$ cat src/hw/rtl/lcb_pkg.sv
package lcb_pkg;

  localparam int unsigned COLOR_W = 15;
  localparam int unsigned CH_W    = 5;
  localparam int unsigned NUM_BG  = 4;
  localparam int unsigned NUM_LYR = NUM_BG + 1;
  localparam int unsigned MASK_W  = 6;
  localparam int unsigned CFG_W   = 15;

  localparam logic [CH_W-1:0] CH_MAX   = 5'd31;
  localparam logic [CH_W-1:0] COEF_MAX = 5'd16;

  typedef logic [COLOR_W-1:0] color_t;

  // layer codes double as bit positions in the six-bit masks
  typedef enum logic [2:0] {
    LAYER_BG0    = 3'd0,
    LAYER_BG1    = 3'd1,
    LAYER_BG2    = 3'd2,
    LAYER_BG3    = 3'd3,
    LAYER_SPRITE = 3'd4,
    LAYER_BACK   = 3'd5
  } layer_t;

  typedef enum logic [1:0] {
    EFF_NONE     = 2'd0,
    EFF_BLEND    = 2'd1,
    EFF_BRIGHTEN = 2'd2,
    EFF_DARKEN   = 2'd3
  } effect_t;

  typedef enum logic [2:0] {
    REG_DISPLAY_CONTROL = 3'd0,
    REG_BG_PRIORITIES   = 3'd1,
    REG_WINDOW_INSIDE   = 3'd2,
    REG_WINDOW_OUTSIDE  = 3'd3,
    REG_BLEND_CONTROL   = 3'd4,
    REG_BLEND_COEFS     = 3'd5,
    REG_BRIGHTNESS      = 3'd6,
    REG_BACKDROP        = 3'd7
  } cfg_idx_t;

  // outcome of window and priority selection, handed to the effect stage
  typedef struct packed {
    layer_t top_layer;
    layer_t below_layer;
    color_t top_color;
    color_t below_color;
    logic   top_semi;
    logic   effect_en;
  } sel_t;

  function automatic logic [CH_W-1:0] clamp16(input logic [CH_W-1:0] v);
    return (v > COEF_MAX) ? COEF_MAX : v;
  endfunction

endpackage

$ cat src/hw/rtl/lcb_select.sv
module lcb_select (
  input  logic [7:0]                               display_control,
  input  logic [7:0]                               bg_priorities,
  input  logic [11:0]                              window_inside,
  input  logic [11:0]                              window_outside,
  input  lcb_pkg::color_t                          back_color,
  input  lcb_pkg::color_t [lcb_pkg::NUM_BG-1:0]    bg_colors,
  input  logic [lcb_pkg::NUM_BG-1:0]               bg_opaque,
  input  lcb_pkg::color_t                          sprite_color,
  input  logic                                     sprite_opaque,
  input  logic [1:0]                               sprite_priority,
  input  logic                                     sprite_semi_transparent,
  input  logic                                     sprite_window,
  input  logic                                     inside_window0,
  input  logic                                     inside_window1,
  output lcb_pkg::sel_t                            sel
);

  logic [lcb_pkg::MASK_W-1:0]  vis;
  logic [lcb_pkg::NUM_LYR-1:0] elig;
  logic [4:0]                  key [lcb_pkg::NUM_LYR];
  logic [2:0]                  rank [lcb_pkg::NUM_LYR];
  lcb_pkg::color_t             col [lcb_pkg::NUM_LYR];

  // window region, highest priority region first
  always_comb begin
    if (display_control[7:5] == 3'b000) begin
      vis = '1;
    end else if (display_control[5] && inside_window0) begin
      vis = window_inside[5:0];
    end else if (display_control[6] && inside_window1) begin
      vis = window_inside[11:6];
    end else if (display_control[7] && sprite_window) begin
      vis = window_outside[11:6];
    end else begin
      vis = window_outside[5:0];
    end
  end

  // key: priority, then tie order (sprite first, then lower background)
  always_comb begin
    for (int k = 0; k < lcb_pkg::NUM_BG; k++) begin
      elig[k] = display_control[k] && vis[k] && bg_opaque[k];
      key[k]  = {bg_priorities[2*k +: 2], 3'(k + 1)};
      col[k]  = bg_colors[k];
    end
    elig[lcb_pkg::LAYER_SPRITE] = display_control[lcb_pkg::LAYER_SPRITE] &&
                                  vis[lcb_pkg::LAYER_SPRITE] && sprite_opaque;
    key[lcb_pkg::LAYER_SPRITE]  = {sprite_priority, 3'd0};
    col[lcb_pkg::LAYER_SPRITE]  = sprite_color;
  end

  // rank = number of eligible layers that beat this one
  always_comb begin
    for (int i = 0; i < lcb_pkg::NUM_LYR; i++) begin
      rank[i] = '0;
      for (int j = 0; j < lcb_pkg::NUM_LYR; j++) begin
        if (j != i && elig[j] && key[j] < key[i]) begin
          rank[i] = rank[i] + 3'd1;
        end
      end
    end
  end

  always_comb begin
    sel.top_layer   = lcb_pkg::LAYER_BACK;
    sel.below_layer = lcb_pkg::LAYER_BACK;
    sel.top_color   = back_color;
    sel.below_color = back_color;
    for (int i = 0; i < lcb_pkg::NUM_LYR; i++) begin
      if (elig[i] && rank[i] == 3'd0) begin
        sel.top_layer = lcb_pkg::layer_t'(3'(i));
        sel.top_color = col[i];
      end
      if (elig[i] && rank[i] == 3'd1) begin
        sel.below_layer = lcb_pkg::layer_t'(3'(i));
        sel.below_color = col[i];
      end
    end
    sel.top_semi  = (sel.top_layer == lcb_pkg::LAYER_SPRITE) && sprite_semi_transparent;
    sel.effect_en = vis[5];
  end

endmodule

$ cat src/hw/rtl/lcb_effect.sv
module lcb_effect (
  input  lcb_pkg::sel_t   sel,
  input  logic [13:0]     blend_control,
  input  logic [9:0]      blend_coefficients,
  input  logic [4:0]      brightness_coefficient,
  output lcb_pkg::color_t color
);

  logic [4:0]        eva, evb, evy;
  logic              above, below, apply;
  lcb_pkg::effect_t  effect;
  logic [4:0]        c1 [3];
  logic [4:0]        c2 [3];
  logic [9:0]        blend_sum [3];
  logic [8:0]        bright_sum [3];
  logic [8:0]        dark_sum [3];
  logic [5:0]        blend_q [3];
  lcb_pkg::color_t   fx_color;

  assign eva = lcb_pkg::clamp16(blend_coefficients[4:0]);
  assign evb = lcb_pkg::clamp16(blend_coefficients[9:5]);
  assign evy = lcb_pkg::clamp16(brightness_coefficient);

  // semi-transparent sprite forces alpha blend over a second target
  always_comb begin
    above  = blend_control[sel.top_layer] || sel.top_semi;
    below  = blend_control[4'd8 + 4'(sel.below_layer)];
    effect = lcb_pkg::effect_t'(blend_control[7:6]);
    if (sel.top_semi && below) begin
      effect = lcb_pkg::EFF_BLEND;
    end
    apply = sel.effect_en && (effect != lcb_pkg::EFF_NONE) && above &&
            (below || effect != lcb_pkg::EFF_BLEND);
  end

  always_comb begin
    for (int s = 0; s < 3; s++) begin
      c1[s]         = sel.top_color[5*s +: 5];
      c2[s]         = sel.below_color[5*s +: 5];
      blend_sum[s]  = 10'(eva) * 10'(c1[s]) + 10'(evb) * 10'(c2[s]);
      blend_q[s]    = blend_sum[s][9:4];
      bright_sum[s] = {c1[s], 4'b0000} + 9'(lcb_pkg::CH_MAX - c1[s]) * 9'(evy);
      dark_sum[s]   = {c1[s], 4'b0000} - 9'(c1[s]) * 9'(evy);
      case (effect)
        lcb_pkg::EFF_BLEND: begin
          fx_color[5*s +: 5] = (blend_q[s] > 6'(lcb_pkg::CH_MAX)) ? lcb_pkg::CH_MAX
                                                                 : blend_q[s][4:0];
        end
        lcb_pkg::EFF_BRIGHTEN: begin
          fx_color[5*s +: 5] = bright_sum[s][8:4];
        end
        lcb_pkg::EFF_DARKEN: begin
          fx_color[5*s +: 5] = dark_sum[s][8:4];
        end
        default: begin
          fx_color[5*s +: 5] = c1[s];
        end
      endcase
    end
  end

  assign color = apply ? fx_color : sel.top_color;

endmodule

$ cat src/hw/rtl/layer_compositor_with_blending.sv
// Layer compositor: one transaction carries the four background colours, the
// sprite colour and flags, and the window flags of one screen position, and
// yields one 15-bit colour (red in bits 4:0, green 9:5, blue 14:10). Window 0
// beats window 1, which beats the object window, which beats the outside
// region; with no window enabled every layer and the effect are visible. The
// top two opaque layers are picked by priority (sprite wins ties, then the
// lower background), with the backdrop filling any empty place, and alpha
// blend, brighten or darken is applied with coefficients clamped at 16.
// Throughput is one transaction per clock while the output is not stalled.
// The input register holds the accepted transaction, and the selection and
// effect logic feed the result register from it, so a transaction passes the
// input register and then the result register; a stalled output holds the
// result register, and once the input register is full it holds that too
// and drops input ready. Configuration writes take effect on the next clock
// and should only be made while idle.
module layer_compositor_with_blending (
  input  logic                      clk,
  input  logic                      rst,
  // configuration
  input  logic                      cfg_write_en,
  input  logic [2:0]                cfg_index,
  input  logic [lcb_pkg::CFG_W-1:0] cfg_data,
  // pixel input
  input  logic                      in_valid,
  output logic                      in_ready,
  input  logic [14:0]               bg0_color,
  input  logic [14:0]               bg1_color,
  input  logic [14:0]               bg2_color,
  input  logic [14:0]               bg3_color,
  input  logic [3:0]                bg_opaque,
  input  logic [14:0]               sprite_color,
  input  logic                      sprite_opaque,
  input  logic [1:0]                sprite_priority,
  input  logic                      sprite_semi_transparent,
  input  logic                      sprite_window,
  input  logic                      inside_window0,
  input  logic                      inside_window1,
  // composed pixel output
  output logic                      out_valid,
  input  logic                      out_ready,
  output logic [14:0]               pixel_color
);

  // configuration registers
  logic [7:0]      display_control;
  logic [7:0]      bg_priorities;
  logic [11:0]     window_inside;
  logic [11:0]     window_outside;
  logic [13:0]     blend_control;
  logic [9:0]      blend_coefficients;
  logic [4:0]      brightness_coefficient;
  lcb_pkg::color_t back_color;

  // input register stage
  logic                                  in_full;
  lcb_pkg::color_t [lcb_pkg::NUM_BG-1:0] bg_colors_q;
  logic [3:0]                            bg_opaque_q;
  lcb_pkg::color_t                       sprite_color_q;
  logic                                  sprite_opaque_q;
  logic [1:0]                            sprite_priority_q;
  logic                                  sprite_semi_q;
  logic                                  sprite_window_q;
  logic                                  inside_window0_q;
  logic                                  inside_window1_q;

  logic            in_fire;
  logic            advance;
  lcb_pkg::sel_t   sel;
  lcb_pkg::color_t composed;

  // the result register frees when empty or being taken; the input register
  // frees when empty or moving on, so a new transaction enters while an
  // earlier result still waits
  assign advance  = in_full && (!out_valid || out_ready);
  assign in_ready = !in_full || advance;
  assign in_fire  = in_valid && in_ready;

  always_ff @(posedge clk) begin
    if (rst) begin
      display_control        <= '0;
      bg_priorities          <= '0;
      window_inside          <= '0;
      window_outside         <= '0;
      blend_control          <= '0;
      blend_coefficients     <= '0;
      brightness_coefficient <= '0;
      back_color             <= '0;
    end else if (cfg_write_en) begin
      case (lcb_pkg::cfg_idx_t'(cfg_index))
        lcb_pkg::REG_DISPLAY_CONTROL: display_control        <= cfg_data[7:0];
        lcb_pkg::REG_BG_PRIORITIES:   bg_priorities          <= cfg_data[7:0];
        lcb_pkg::REG_WINDOW_INSIDE:   window_inside          <= cfg_data[11:0];
        lcb_pkg::REG_WINDOW_OUTSIDE:  window_outside         <= cfg_data[11:0];
        lcb_pkg::REG_BLEND_CONTROL:   blend_control          <= cfg_data[13:0];
        lcb_pkg::REG_BLEND_COEFS:     blend_coefficients     <= cfg_data[9:0];
        lcb_pkg::REG_BRIGHTNESS:      brightness_coefficient <= cfg_data[4:0];
        lcb_pkg::REG_BACKDROP:        back_color             <= cfg_data;
        default: begin
        end
      endcase
    end
  end

  // input register: valid flag
  always_ff @(posedge clk) begin
    if (rst) begin
      in_full <= 1'b0;
    end else if (in_ready) begin
      in_full <= in_valid;
    end
  end

  // input register: payload, no reset
  always_ff @(posedge clk) begin
    if (in_fire) begin
      bg_colors_q       <= {bg3_color, bg2_color, bg1_color, bg0_color};
      bg_opaque_q       <= bg_opaque;
      sprite_color_q    <= sprite_color;
      sprite_opaque_q   <= sprite_opaque;
      sprite_priority_q <= sprite_priority;
      sprite_semi_q     <= sprite_semi_transparent;
      sprite_window_q   <= sprite_window;
      inside_window0_q  <= inside_window0;
      inside_window1_q  <= inside_window1;
    end
  end

  // window region and top-two layer pick
  lcb_select u_select (
    .display_control         (display_control),
    .bg_priorities           (bg_priorities),
    .window_inside           (window_inside),
    .window_outside          (window_outside),
    .back_color              (back_color),
    .bg_colors               (bg_colors_q),
    .bg_opaque               (bg_opaque_q),
    .sprite_color            (sprite_color_q),
    .sprite_opaque           (sprite_opaque_q),
    .sprite_priority         (sprite_priority_q),
    .sprite_semi_transparent (sprite_semi_q),
    .sprite_window           (sprite_window_q),
    .inside_window0          (inside_window0_q),
    .inside_window1          (inside_window1_q),
    .sel                     (sel)
  );

  // colour special effects on the chosen pair
  lcb_effect u_effect (
    .sel                    (sel),
    .blend_control          (blend_control),
    .blend_coefficients     (blend_coefficients),
    .brightness_coefficient (brightness_coefficient),
    .color                  (composed)
  );

  // result register
  always_ff @(posedge clk) begin
    if (rst) begin
      out_valid <= 1'b0;
    end else if (!out_valid || out_ready) begin
      out_valid <= in_full;
    end
  end

  always_ff @(posedge clk) begin
    if (advance) begin
      pixel_color <= composed;
    end
  end

  // an empty input register always takes a transaction
  a_empty_ready: assert property (@(posedge clk) disable iff (rst)
    !in_full |-> in_ready)
    else $error("input register empty but not ready");

  // an accepted transaction lands in the input register
  a_accept_fill: assert property (@(posedge clk) disable iff (rst)
    in_fire |=> in_full)
    else $error("accepted transaction lost");

  // a held transaction moves to the result register once it is free
  a_advance: assert property (@(posedge clk) disable iff (rst)
    advance |=> out_valid)
    else $error("transaction did not reach result register");

  // both stages full and output stalled: no further acceptance
  a_full_stall: assert property (@(posedge clk) disable iff (rst)
    (in_full && out_valid && !out_ready) |-> !in_ready)
    else $error("accepted while both stages full");

  // a stalled output keeps the input register filled
  a_hold_input: assert property (@(posedge clk) disable iff (rst)
    (in_full && out_valid && !out_ready) |=> in_full)
    else $error("input register dropped while stalled");

endmodule

$ cat config.mk
export PLATFORM = sky130hd
export DESIGN_NAME = layer_compositor_with_blending
export DESIGN_NICKNAME = d
export VERILOG_FILES = /design/src/hw/rtl/lcb_pkg.sv /design/src/hw/rtl/lcb_select.sv /design/src/hw/rtl/lcb_effect.sv /design/src/hw/rtl/layer_compositor_with_blending.sv
export SDC_FILE = /design/constraint.sdc
export NUM_CORES = 1
export LEC_CHECK = 0
export BUFFER_PORTS_ARGS = -buffer_cell sky130_fd_sc_hd__buf_2
export CELL_PAD_IN_SITES_DETAIL_PLACEMENT = 0
export CELL_PAD_IN_SITES_GLOBAL_PLACEMENT = 1
export CORE_UTILIZATION = 49
export CTS_BUF_LIST = sky130_fd_sc_hd__clkbuf_16
export DETAILED_ROUTE_END_ITERATION = 6
export PLACE_DENSITY = 0.85
export SETUP_SLACK_MARGIN = 0.15
export SLEW_MARGIN = 20
export SYNTH_ARGS = -nofsm -noshare
export SYNTH_HDL_FRONTEND = slang
export SYNTH_HIERARCHICAL = 1
export SYNTH_SLANG_ARGS = --single-unit
$ cat constraint.sdc
create_clock -name clk -period 9.8 [get_ports clk]
set_input_delay 0.98 -clock clk [delete_from_list [all_inputs] [get_ports clk]]
set_output_delay 0.98 -clock clk [all_outputs]
set_load 0.005 [all_outputs]
==> results of run 1 <==
## cells by family after synthesis
logic type | share of synthesized area [%]
multiplexers | 6.958
adder cells (fa/ha/maj) | 28.83
flip-flops | 24.28
XOR/XNOR | 3.220
AND/OR/NAND/NOR | 17.79
AO/OA/AOI/OAI | 11.88
buffers and inverters | 7.041
## power breakdown
part	switching [mW]	leakage [nW]	internal, mW
combinational	0.184	8.39	0.120
sequential	0.0252	1.68	0.863
clock	0.320	0.297	0.407
## worst max-delay path: cells and delay by family, from the launching register on
| kind | cells | cell delay [ns] |
|---|---|---|
| flip-flops | 1 | 0.50 |
| XOR/XNOR | 1 | 0.11 |
| AO/OA/AOI/OAI | 12 | 3.26 |
| AND/OR/NAND/NOR | 5 | 0.95 |
| adder cells (fa/ha/maj) | 8 | 3.43 |
| buffers and inverters | 6 | 0.65 |
## sequential cells by signal, indices dropped and copies added (netlist names)
register and count:
blend_coefficients 10, sprite_opaque_q 1, bg_opaque_q 4, blend_control 14, pixel_color 15, bg_priorities 8
window_outside 12, inside_window0_q 1, sprite_semi_q 1, sprite_window_q 1, display_control 8, in_full 1
inside_window1_q 1, brightness_coefficient 5, back_color 15, sprite_color_q 15, sprite_priority_q 2, bg_colors_q 60
window_inside 12, out_valid 1
## cell usage in the layout, fill, tap and decap left out, types with 10 or more instances in the layout
cell type and instances:
nor2b_1 25, clkbuf_16 17, inv_1 250, a32o_1 10
o211ai_1 10, nand2b_1 125, xor2_1 22, buf_4 53
xnor2_1 49, o22ai_1 21, dfxtp_1 86, and3_1 14
mux2i_1 108, a21o_1 13, ha_1 192, fa_1 162
o21ai_0 51, nor3_1 19, o21bai_1 10, mux2_2 16
nand2_1 159, and2_1 126, o21ai_1 11, a211o_1 14
edfxtp_1 101, a31oi_1 23, nor2_1 94, buf_2 125
a21oi_1 105
## worst min path at each step
stage / endpoint / slack (ns) / cells past startpoint
floorplan: out_valid$_SDFFE_PP0P_ / 0.43 / 2
global placement: out_valid$_SDFFE_PP0P_ / 0.44 / 2
detailed placement: out_valid$_SDFFE_PP0P_ / 0.46 / 2
CTS: out_valid$_SDFFE_PP0P_ / 0.47 / 2
global route: out_valid$_SDFFE_PP0P_ / 0.49 / 2
finish: out_valid$_SDFFE_PP0P_ / 0.46 / 2
## metal layers
metal	up-vias	part of all wire (%)	wire [µm]	GRT usage (%)
li1	7251	-	-	-
met1	7432	47	23940	35.76
met2	494	46	23330	41.86
met3	66	5.6	2880	3.080
met4	0	2.1	1074	6.953
met5	-	0	0	0
## repair_timing
item                       4_1_cts  5_1_grt
setup endpoints to repair        3       15
gates resized for setup          1       17
buffers inserted                 0       13
cloned                           0        0
pin swaps                        0        2
hold endpoints to repair         0        0
## per-stage QoR
step | total power [mW] | utilization [%] | setup slack [ns]
floorplan | 1.091 | - | 1.037
global placement | 1.196 | 53.15 | 0.4666
detailed placement | 1.204 | 53.16 | 0.1221
CTS | 1.924 | 54.75 | 0.3042
global route | 1.995 | 55.23 | 0.1060
finish | 1.919 | 55.23 | 0.6172
## final cells by class
type	count	area share [%]
clock buffers	17	1.975
clock inverters	15	0.9003
inverters	249	4.339
multi-input cells	1547	62.86
flip-flops and latches	187	22.07
well taps	518	3.009
repair buffers	179	4.844
==> results.tsv, run 1 <==
stage	metric	value	unit
status	status	complete, no violations	
power	power.density	89.10	mW/mm²
synth	synth_edf_count	101	
die	die_h	201.9	µm
clocking	cts.root.buffer_cell	clkbuf_16	
critical_path	reg2reg_slack	0.62	ns
critical_path	critPathSlowestCell	fa_1	
grt	grt_pass1_wl	82200	µm
synth	synthFlopType	edfxtp_1	
critical_path	crit_path_end	pixel_color[3]$_DFFE_PP_	
timing	rsz0062_at_grt	no	
timing	fin_hold_ws	0.4618	ns
detailed_routing	drt_wl_total	51220	µm
critical_path	reg2reg_to	pixel_color[3]$_DFFE_PP_	
timing	worst_pin_slew	1.235	ns
detailed_routing	vias_per_cell	5.621	
die	rows	72	
timing	fmax	108.9	MHz
grt	grt_max_degree	102	
finish	final_cell_area	0.02154	mm²
die	die_area	0.04077	mm²
placed_design	gp_congestion	0.9338	
timing	maxSlewViolCount	0	
finish	final_nets	2644	
synth	netlist_area	0.01958	mm²
synth	netlist_top_cells_area	fa_1 (17%), edfxtp_1 (15%), ha_1 (12%), dfxtp_1 (8.8%), mux2i_1 (5.5%)	
grt	antenna_found_initial	0	
placed_design	port_buffers	125	
synth	synthCells	2084	
clocking	clock_path_buffers	2	
finish	regArea	0.004755	mm²
critical_path	critPathKind	reg2reg	
critical_path	worstSetupEndpointType	flip-flop	
timing	setup_viol	0	
finish	num_antenna_cells	0	
critical_path	r2r-start	inside_window0_q$_DFFE_PP_	
synth	synth_top_area_share	16.56	%
timing	slew-limit-headroom	17.51	%
timing	timing.final.hold_violations	0	
clocking	path_clk_slew	0.08	ns
clocking	insertion_delay	0.45	ns
synth	synth_commonest_cells	inv_1 (249), ha_1 (192), fa_1 (162), nand2_1 (160), and2_1 (127)	
synth	ys_seq_area_share	24.28	%
timing	setup_tns	0	ns
die	die_w	201.9	µm
run	drv_cap	0	
critical_path	arrival	9.37	ns
finish	fin_cells	2712	
critical_path	worstPathRequired	9.99	ns
detailed_routing	wire_per_inst	18.89	µm
synth	synthArstFlopShare	0	%
clocking	numCtsBuffers	17	
critical_path	rr_worst_depth	32	
clocking	clock-sinks	187	
grt	grt.overflow.total	0	
finish	area_growth_syn_to_layout	9.999	%
clocking	htreeDepth	4	
finish	n_fill_cell	3496	
detailed_routing	vias	15240	
synth	yosys_warnings	6	
synth	avgSynthCellArea	9.397	µm²
detailed_routing	ant_nets	0	
timing	layout_min_cycle_time	9.183	ns
placed_design	place_inst	2667	
worst_hold_path	hold_class	reg2reg	
critical_path	startpoint_type	flip-flop	
clocking	postCtsHoldBufs	0	
critical_path	cp_common_cell	fa_1	
worst_hold_path	holdCritStartpoint	in_full$_SDFFE_PP0P_	
clocking	cts_tree	done	
power	leakagePower	10.36	nW
die	start_util	50.21	%
placed_design	place_area	0.02074	mm²
die	core	0.03901	mm²
detailed_routing	drc	0	
critical_path	critical_path.max_stage_delay	0.55	ns
synth	yosysMostFrequentCell	inv_1	
detailed_routing	drt_iter0_markers	994	
timing	clock_skew	0.01140	ns
power	peakVddDrop	0.0001947	V
critical_path	critPathLaunch	inside_window0_q$_DFFE_PP_	
critical_path	crit_fanout	12	
finish	multi_input_area	0.01354	mm²
synth	ys_types	84	
grt	grt_pass1_vias	15590	
synth	syn_nets	2547	
die	num_io_pins	126	
synth	yosys.area.top_type	fa_1	
synth	synth_seq_cells	187	
grt	track_usage	25.61	%
placed_design	place.detailed.hpwl	39780	µm
timing	min_period_over_period	93.70	%
detailed_routing	dr.pass1.iters	6	
finish	drive_gt1_share	12.40	%
No activity file was read; power rests on OpenSTA's default activity.
==> run 2, diff against run 1 <==
--- a/config.mk
+++ b/config.mk
@@ -8,7 +8,7 @@
 export BUFFER_PORTS_ARGS = -buffer_cell sky130_fd_sc_hd__buf_2
 export CELL_PAD_IN_SITES_DETAIL_PLACEMENT = 0
 export CELL_PAD_IN_SITES_GLOBAL_PLACEMENT = 1
-export CORE_UTILIZATION = 49
+export CORE_UTILIZATION = 48
 export CTS_BUF_LIST = sky130_fd_sc_hd__clkbuf_16
 export DETAILED_ROUTE_END_ITERATION = 6
 export PLACE_DENSITY = 0.85
@@ -16,5 +16,4 @@
 export SLEW_MARGIN = 20
 export SYNTH_ARGS = -nofsm -noshare
 export SYNTH_HDL_FRONTEND = slang
-export SYNTH_HIERARCHICAL = 1
 export SYNTH_SLANG_ARGS = --single-unit
==> results.tsv, run 2 <==
stage	metric	value	unit
synth	ys_types	110	
power	p_sw_share	29.36	%
clocking	numCtsBuffers	17	
timing	layout_min_cycle_time	9.277	ns
detailed_routing	vias_per_cell	5.725	
power	power.density	85.06	mW/mm²
finish	drive_gt1_share	15.61	%
synth	yosys.area.top_type	fa_1	
synth	yosys_warnings	0	
synth	netlist_top_cells_area	fa_1 (16%), edfxtp_1 (15%), ha_1 (12%), dfxtp_1 (8.7%), nand2_1 (6.3%)	
finish	final_nets	2882	
finish	n_fill_cell	3775	
detailed_routing	drc	0	
synth	synthCells	2283	
power	peakVddDrop	0.0001790	V
synth	ys_seq_area_share	23.97	%
worst_hold_path	hold_depth	2	
finish	area_growth_syn_to_layout	11.99	%
timing	maxSlewViolCount	0	
synth	synthSimpleGateAreaFrac	18.37	%
die	core	0.04083	mm²
clocking	cts_tree	done	
placed_design	place_area	0.02133	mm²
synth	synthXorXnorAreaFrac	3.172	%
finish	largest-register	bg_colors_q	
synth	netlist_area	0.01984	mm²
detailed_routing	drt_iter0_markers	1438	
clocking	path_clk_slew	0.08	ns
worst_hold_path	holdCritStartpoint	window_outside[11]$_SDFFE_PP0P_	
grt	antenna_found_initial	0	
worst_hold_path	hold_class	reg2reg	
finish	mostFrequentLayoutCell	nand2_1	
finish	multi_input_area	0.01387	mm²
detailed_routing	wire_per_inst	20.38	µm
clocking	clock_path_buffers	2	
synth	synth_seq_cells	187	
placed_design	gp_congestion	0.9602	
power	comb_power_share	17.4	%
die	num_io_pins	126	
worst_hold_path	whs_endpoint	window_outside[11]$_SDFFE_PP0P_	
timing	timing.final.hold_violations	0	
power	leakagePower	9.891	nW
synth	synth_commonest_cells	nand2_1 (331), nor2_1 (274), inv_1 (251), ha_1 (189), fa_1 (162)	
timing	setup_viol	0	
timing	fmax	107.8	MHz
critical_path	reg2reg_slack	0.52	ns
placed_design	place.detailed.hpwl	48080	µm
placed_design	port_buffers	125	
synth	syn_nets	2743	
power	power_frac_clock	35.6	%
grt	grt_max_degree	87	
die	rows	74	
finish	num_antenna_cells	0	
die	start_util	48.59	%
die	die_w	205.3	µm
critical_path	critPathSlowestCell	fa_1	
detailed_routing	drt_wl_total	60470	µm
grt	grt.overflow.total	0	
run	drv_cap	0	
detailed_routing	dr.pass1.iters	5	
critical_path	startpoint_type	flip-flop	
synth	synth_edf_count	101	
status	status	complete, no violations	
finish	largest_register_ffs	60	
power	p_int	1.335	mW
finish	final_cell_area	0.02222	mm²
clocking	cts.root.buffer_cell	clkbuf_16	
synth	synth_top_area_share	16.35	%
power	power_switching	0.5550	mW
timing	clock_skew	0.01442	ns
clocking	insertion_delay	0.47	ns
critical_path	worstPathRequired	10.03	ns
critical_path	crit_fanout	9	
critical_path	rr_worst_depth	35	
critical_path	critPathKind	reg2reg	
synth	synth_top_family_by_area	adder cells	
synth	synthAdderAreaFrac	28.27	%
timing	rsz0062_at_grt	no	
placed_design	detailedPlace.worstSlack	0.1708	ns
clocking	postCtsHoldBufs	0	
power	p_seq_share	47.1	%
detailed_routing	vias	16990	
critical_path	worstSetupEndpointType	flip-flop	
finish	regArea	0.004761	mm²
critical_path	cp_top_family	adder cells	
synth	muxShareOfSynthArea	2.485	%
clocking	htreeDepth	4	
critical_path	path_buf_inv	6	
critical_path	arrival	9.50	ns
critical_path	critical_path.max_stage_delay	0.54	ns
grt	grt_pass1_wl	94380	µm
die	die_h	205.3	µm
timing	setup_tns	0	ns
clocking	clock-sinks	187	
critical_path	r2r-start	inside_window1_q$_DFFE_PP_	
finish	layout_common_cells	nand2_1 (325), nor2_1 (270), inv_1 (252), ha_1 (188), fa_1 (162)	
critical_path	reg2reg_to	pixel_color[8]$_DFFE_PP_	
synth	synthFlopType	edfxtp_1	
detailed_routing	ant_nets	0	
synth	yosysMostFrequentCell	nand2_1	
grt	track_usage	29.57	%
timing	min_period_over_period	94.66	%
timing	worst_pin_slew	1.116	ns
timing	slew-limit-headroom	25.27	%
synth	synth-compound-area-share	16.60	%
synth	synthArstFlopShare	0	%
synth	avgSynthCellArea	8.690	µm²
grt	grt_pass1_vias	17010	
timing	layout_setup_ws	0.5229	ns
die	die_area	0.04215	mm²
[run 2: changes by cell type in the layout (fill, tap and decap cells not counted), moves of 30 or more]
cell / delta
nand2b_1: -100
nand2_1: +166
nor2_1: +176
and2_1: -107
a211oi_1: +30
a21oi_1: +41
buf_4: +43
mux2i_1: -67
[run 2: worst max-delay path by stage]
stage / start / end / slack, ns / cells after the start
2_1_floorplan: inside_window0_q$_DFFE_PP_ / pixel_color[8]$_DFFE_PP_ / 0.60 / 35
3_3_place_gp: inside_window0_q$_DFFE_PP_ / pixel_color[8]$_DFFE_PP_ / 0.37 / 33
3_5_place_dp: inside_window0_q$_DFFE_PP_ / pixel_color[12]$_DFFE_PP_ / 0.17 / 35
5_1_grt: inside_window0_q$_DFFE_PP_ / pixel_color[8]$_DFFE_PP_ / 0.12 / 37
6_report: inside_window1_q$_DFFE_PP_ / pixel_color[8]$_DFFE_PP_ / 0.52 / 35
4_1_cts: inside_window0_q$_DFFE_PP_ / pixel_color[12]$_DFFE_PP_ / 0.16 / 35
[run 2: stage by stage]
| stage | hold slack (ns) | std cells | power (mW) | util, % |
|---|---|---|---|---|
| 6_report | 0.4570 | 2967 | 1.890 | 54.41 |
| 5_1_grt | 0.4763 | 2967 | 1.963 | 54.41 |
| 4_1_cts | 0.4565 | 2950 | 1.896 | 53.58 |
| 3_5_place_dp | 0.4468 | 2918 | 1.226 | 52.24 |
| 3_3_place_gp | 0.4368 | 2918 | 1.220 | 52.24 |
| 2_1_floorplan | 0.4311 | 2283 | 1.099 | - |
[run 2: layout make-up]
type | instances | area share (%)
Timing Repair Buffer | 224 | 6.296
Clock inverter | 15 | 0.5575
Inverter | 258 | 4.381
Clock buffer | 17 | 1.915
Multi-Input combinational cell | 1734 | 62.43
Tap cell | 532 | 2.996
Sequential cell | 187 | 21.43
[run 2: power groups by stage]
stage / clock network (mW) / logic [mW] / registers (mW)
finish: 0.673 / 0.328 / 0.889
global route: 0.710 / 0.361 / 0.892
CTS: 0.686 / 0.321 / 0.889
detailed placement: 0 / 0.319 / 0.907
global placement: 0 / 0.313 / 0.906
floorplan: 0 / 0.206 / 0.893
[run 2: cell families (layout without fill, tap and decap cells)]
group | after synthesis | after routing
XOR/XNOR | 65 | 65
AO/OA/AOI/OAI | 445 | 445
AND/OR/NAND/NOR | 825 | 825
flip-flops | 187 | 187
buffers and inverters | 362 | 514
adder cells (fa/ha/maj) | 351 | 351
multiplexers | 48 | 48
[run 2: timing repair]
item,CTS,global route
setup endpoints to repair,0,13
gates resized for setup,0,41
buffers inserted,0,17
[run 2: worst register-to-register path, delay by kind of cell (launching register included)]
kind / cells / cell delay [ns]
mux: 1 / 0.31
buf+inv: 6 / 0.53
simple gates: 7 / 1.47
fa+ha+maj: 8 / 3.17
xor+xnor: 2 / 0.50
compound gates: 11 / 2.64
flops: 1 / 0.43
[run 2: per-layer routing]
metal	share of wire [%]	GRT usage, %
met5	0.076	1.071
met4	3.0	10.50
met3	5.8	3.342
met2	48	50.07
met1	44	38.87
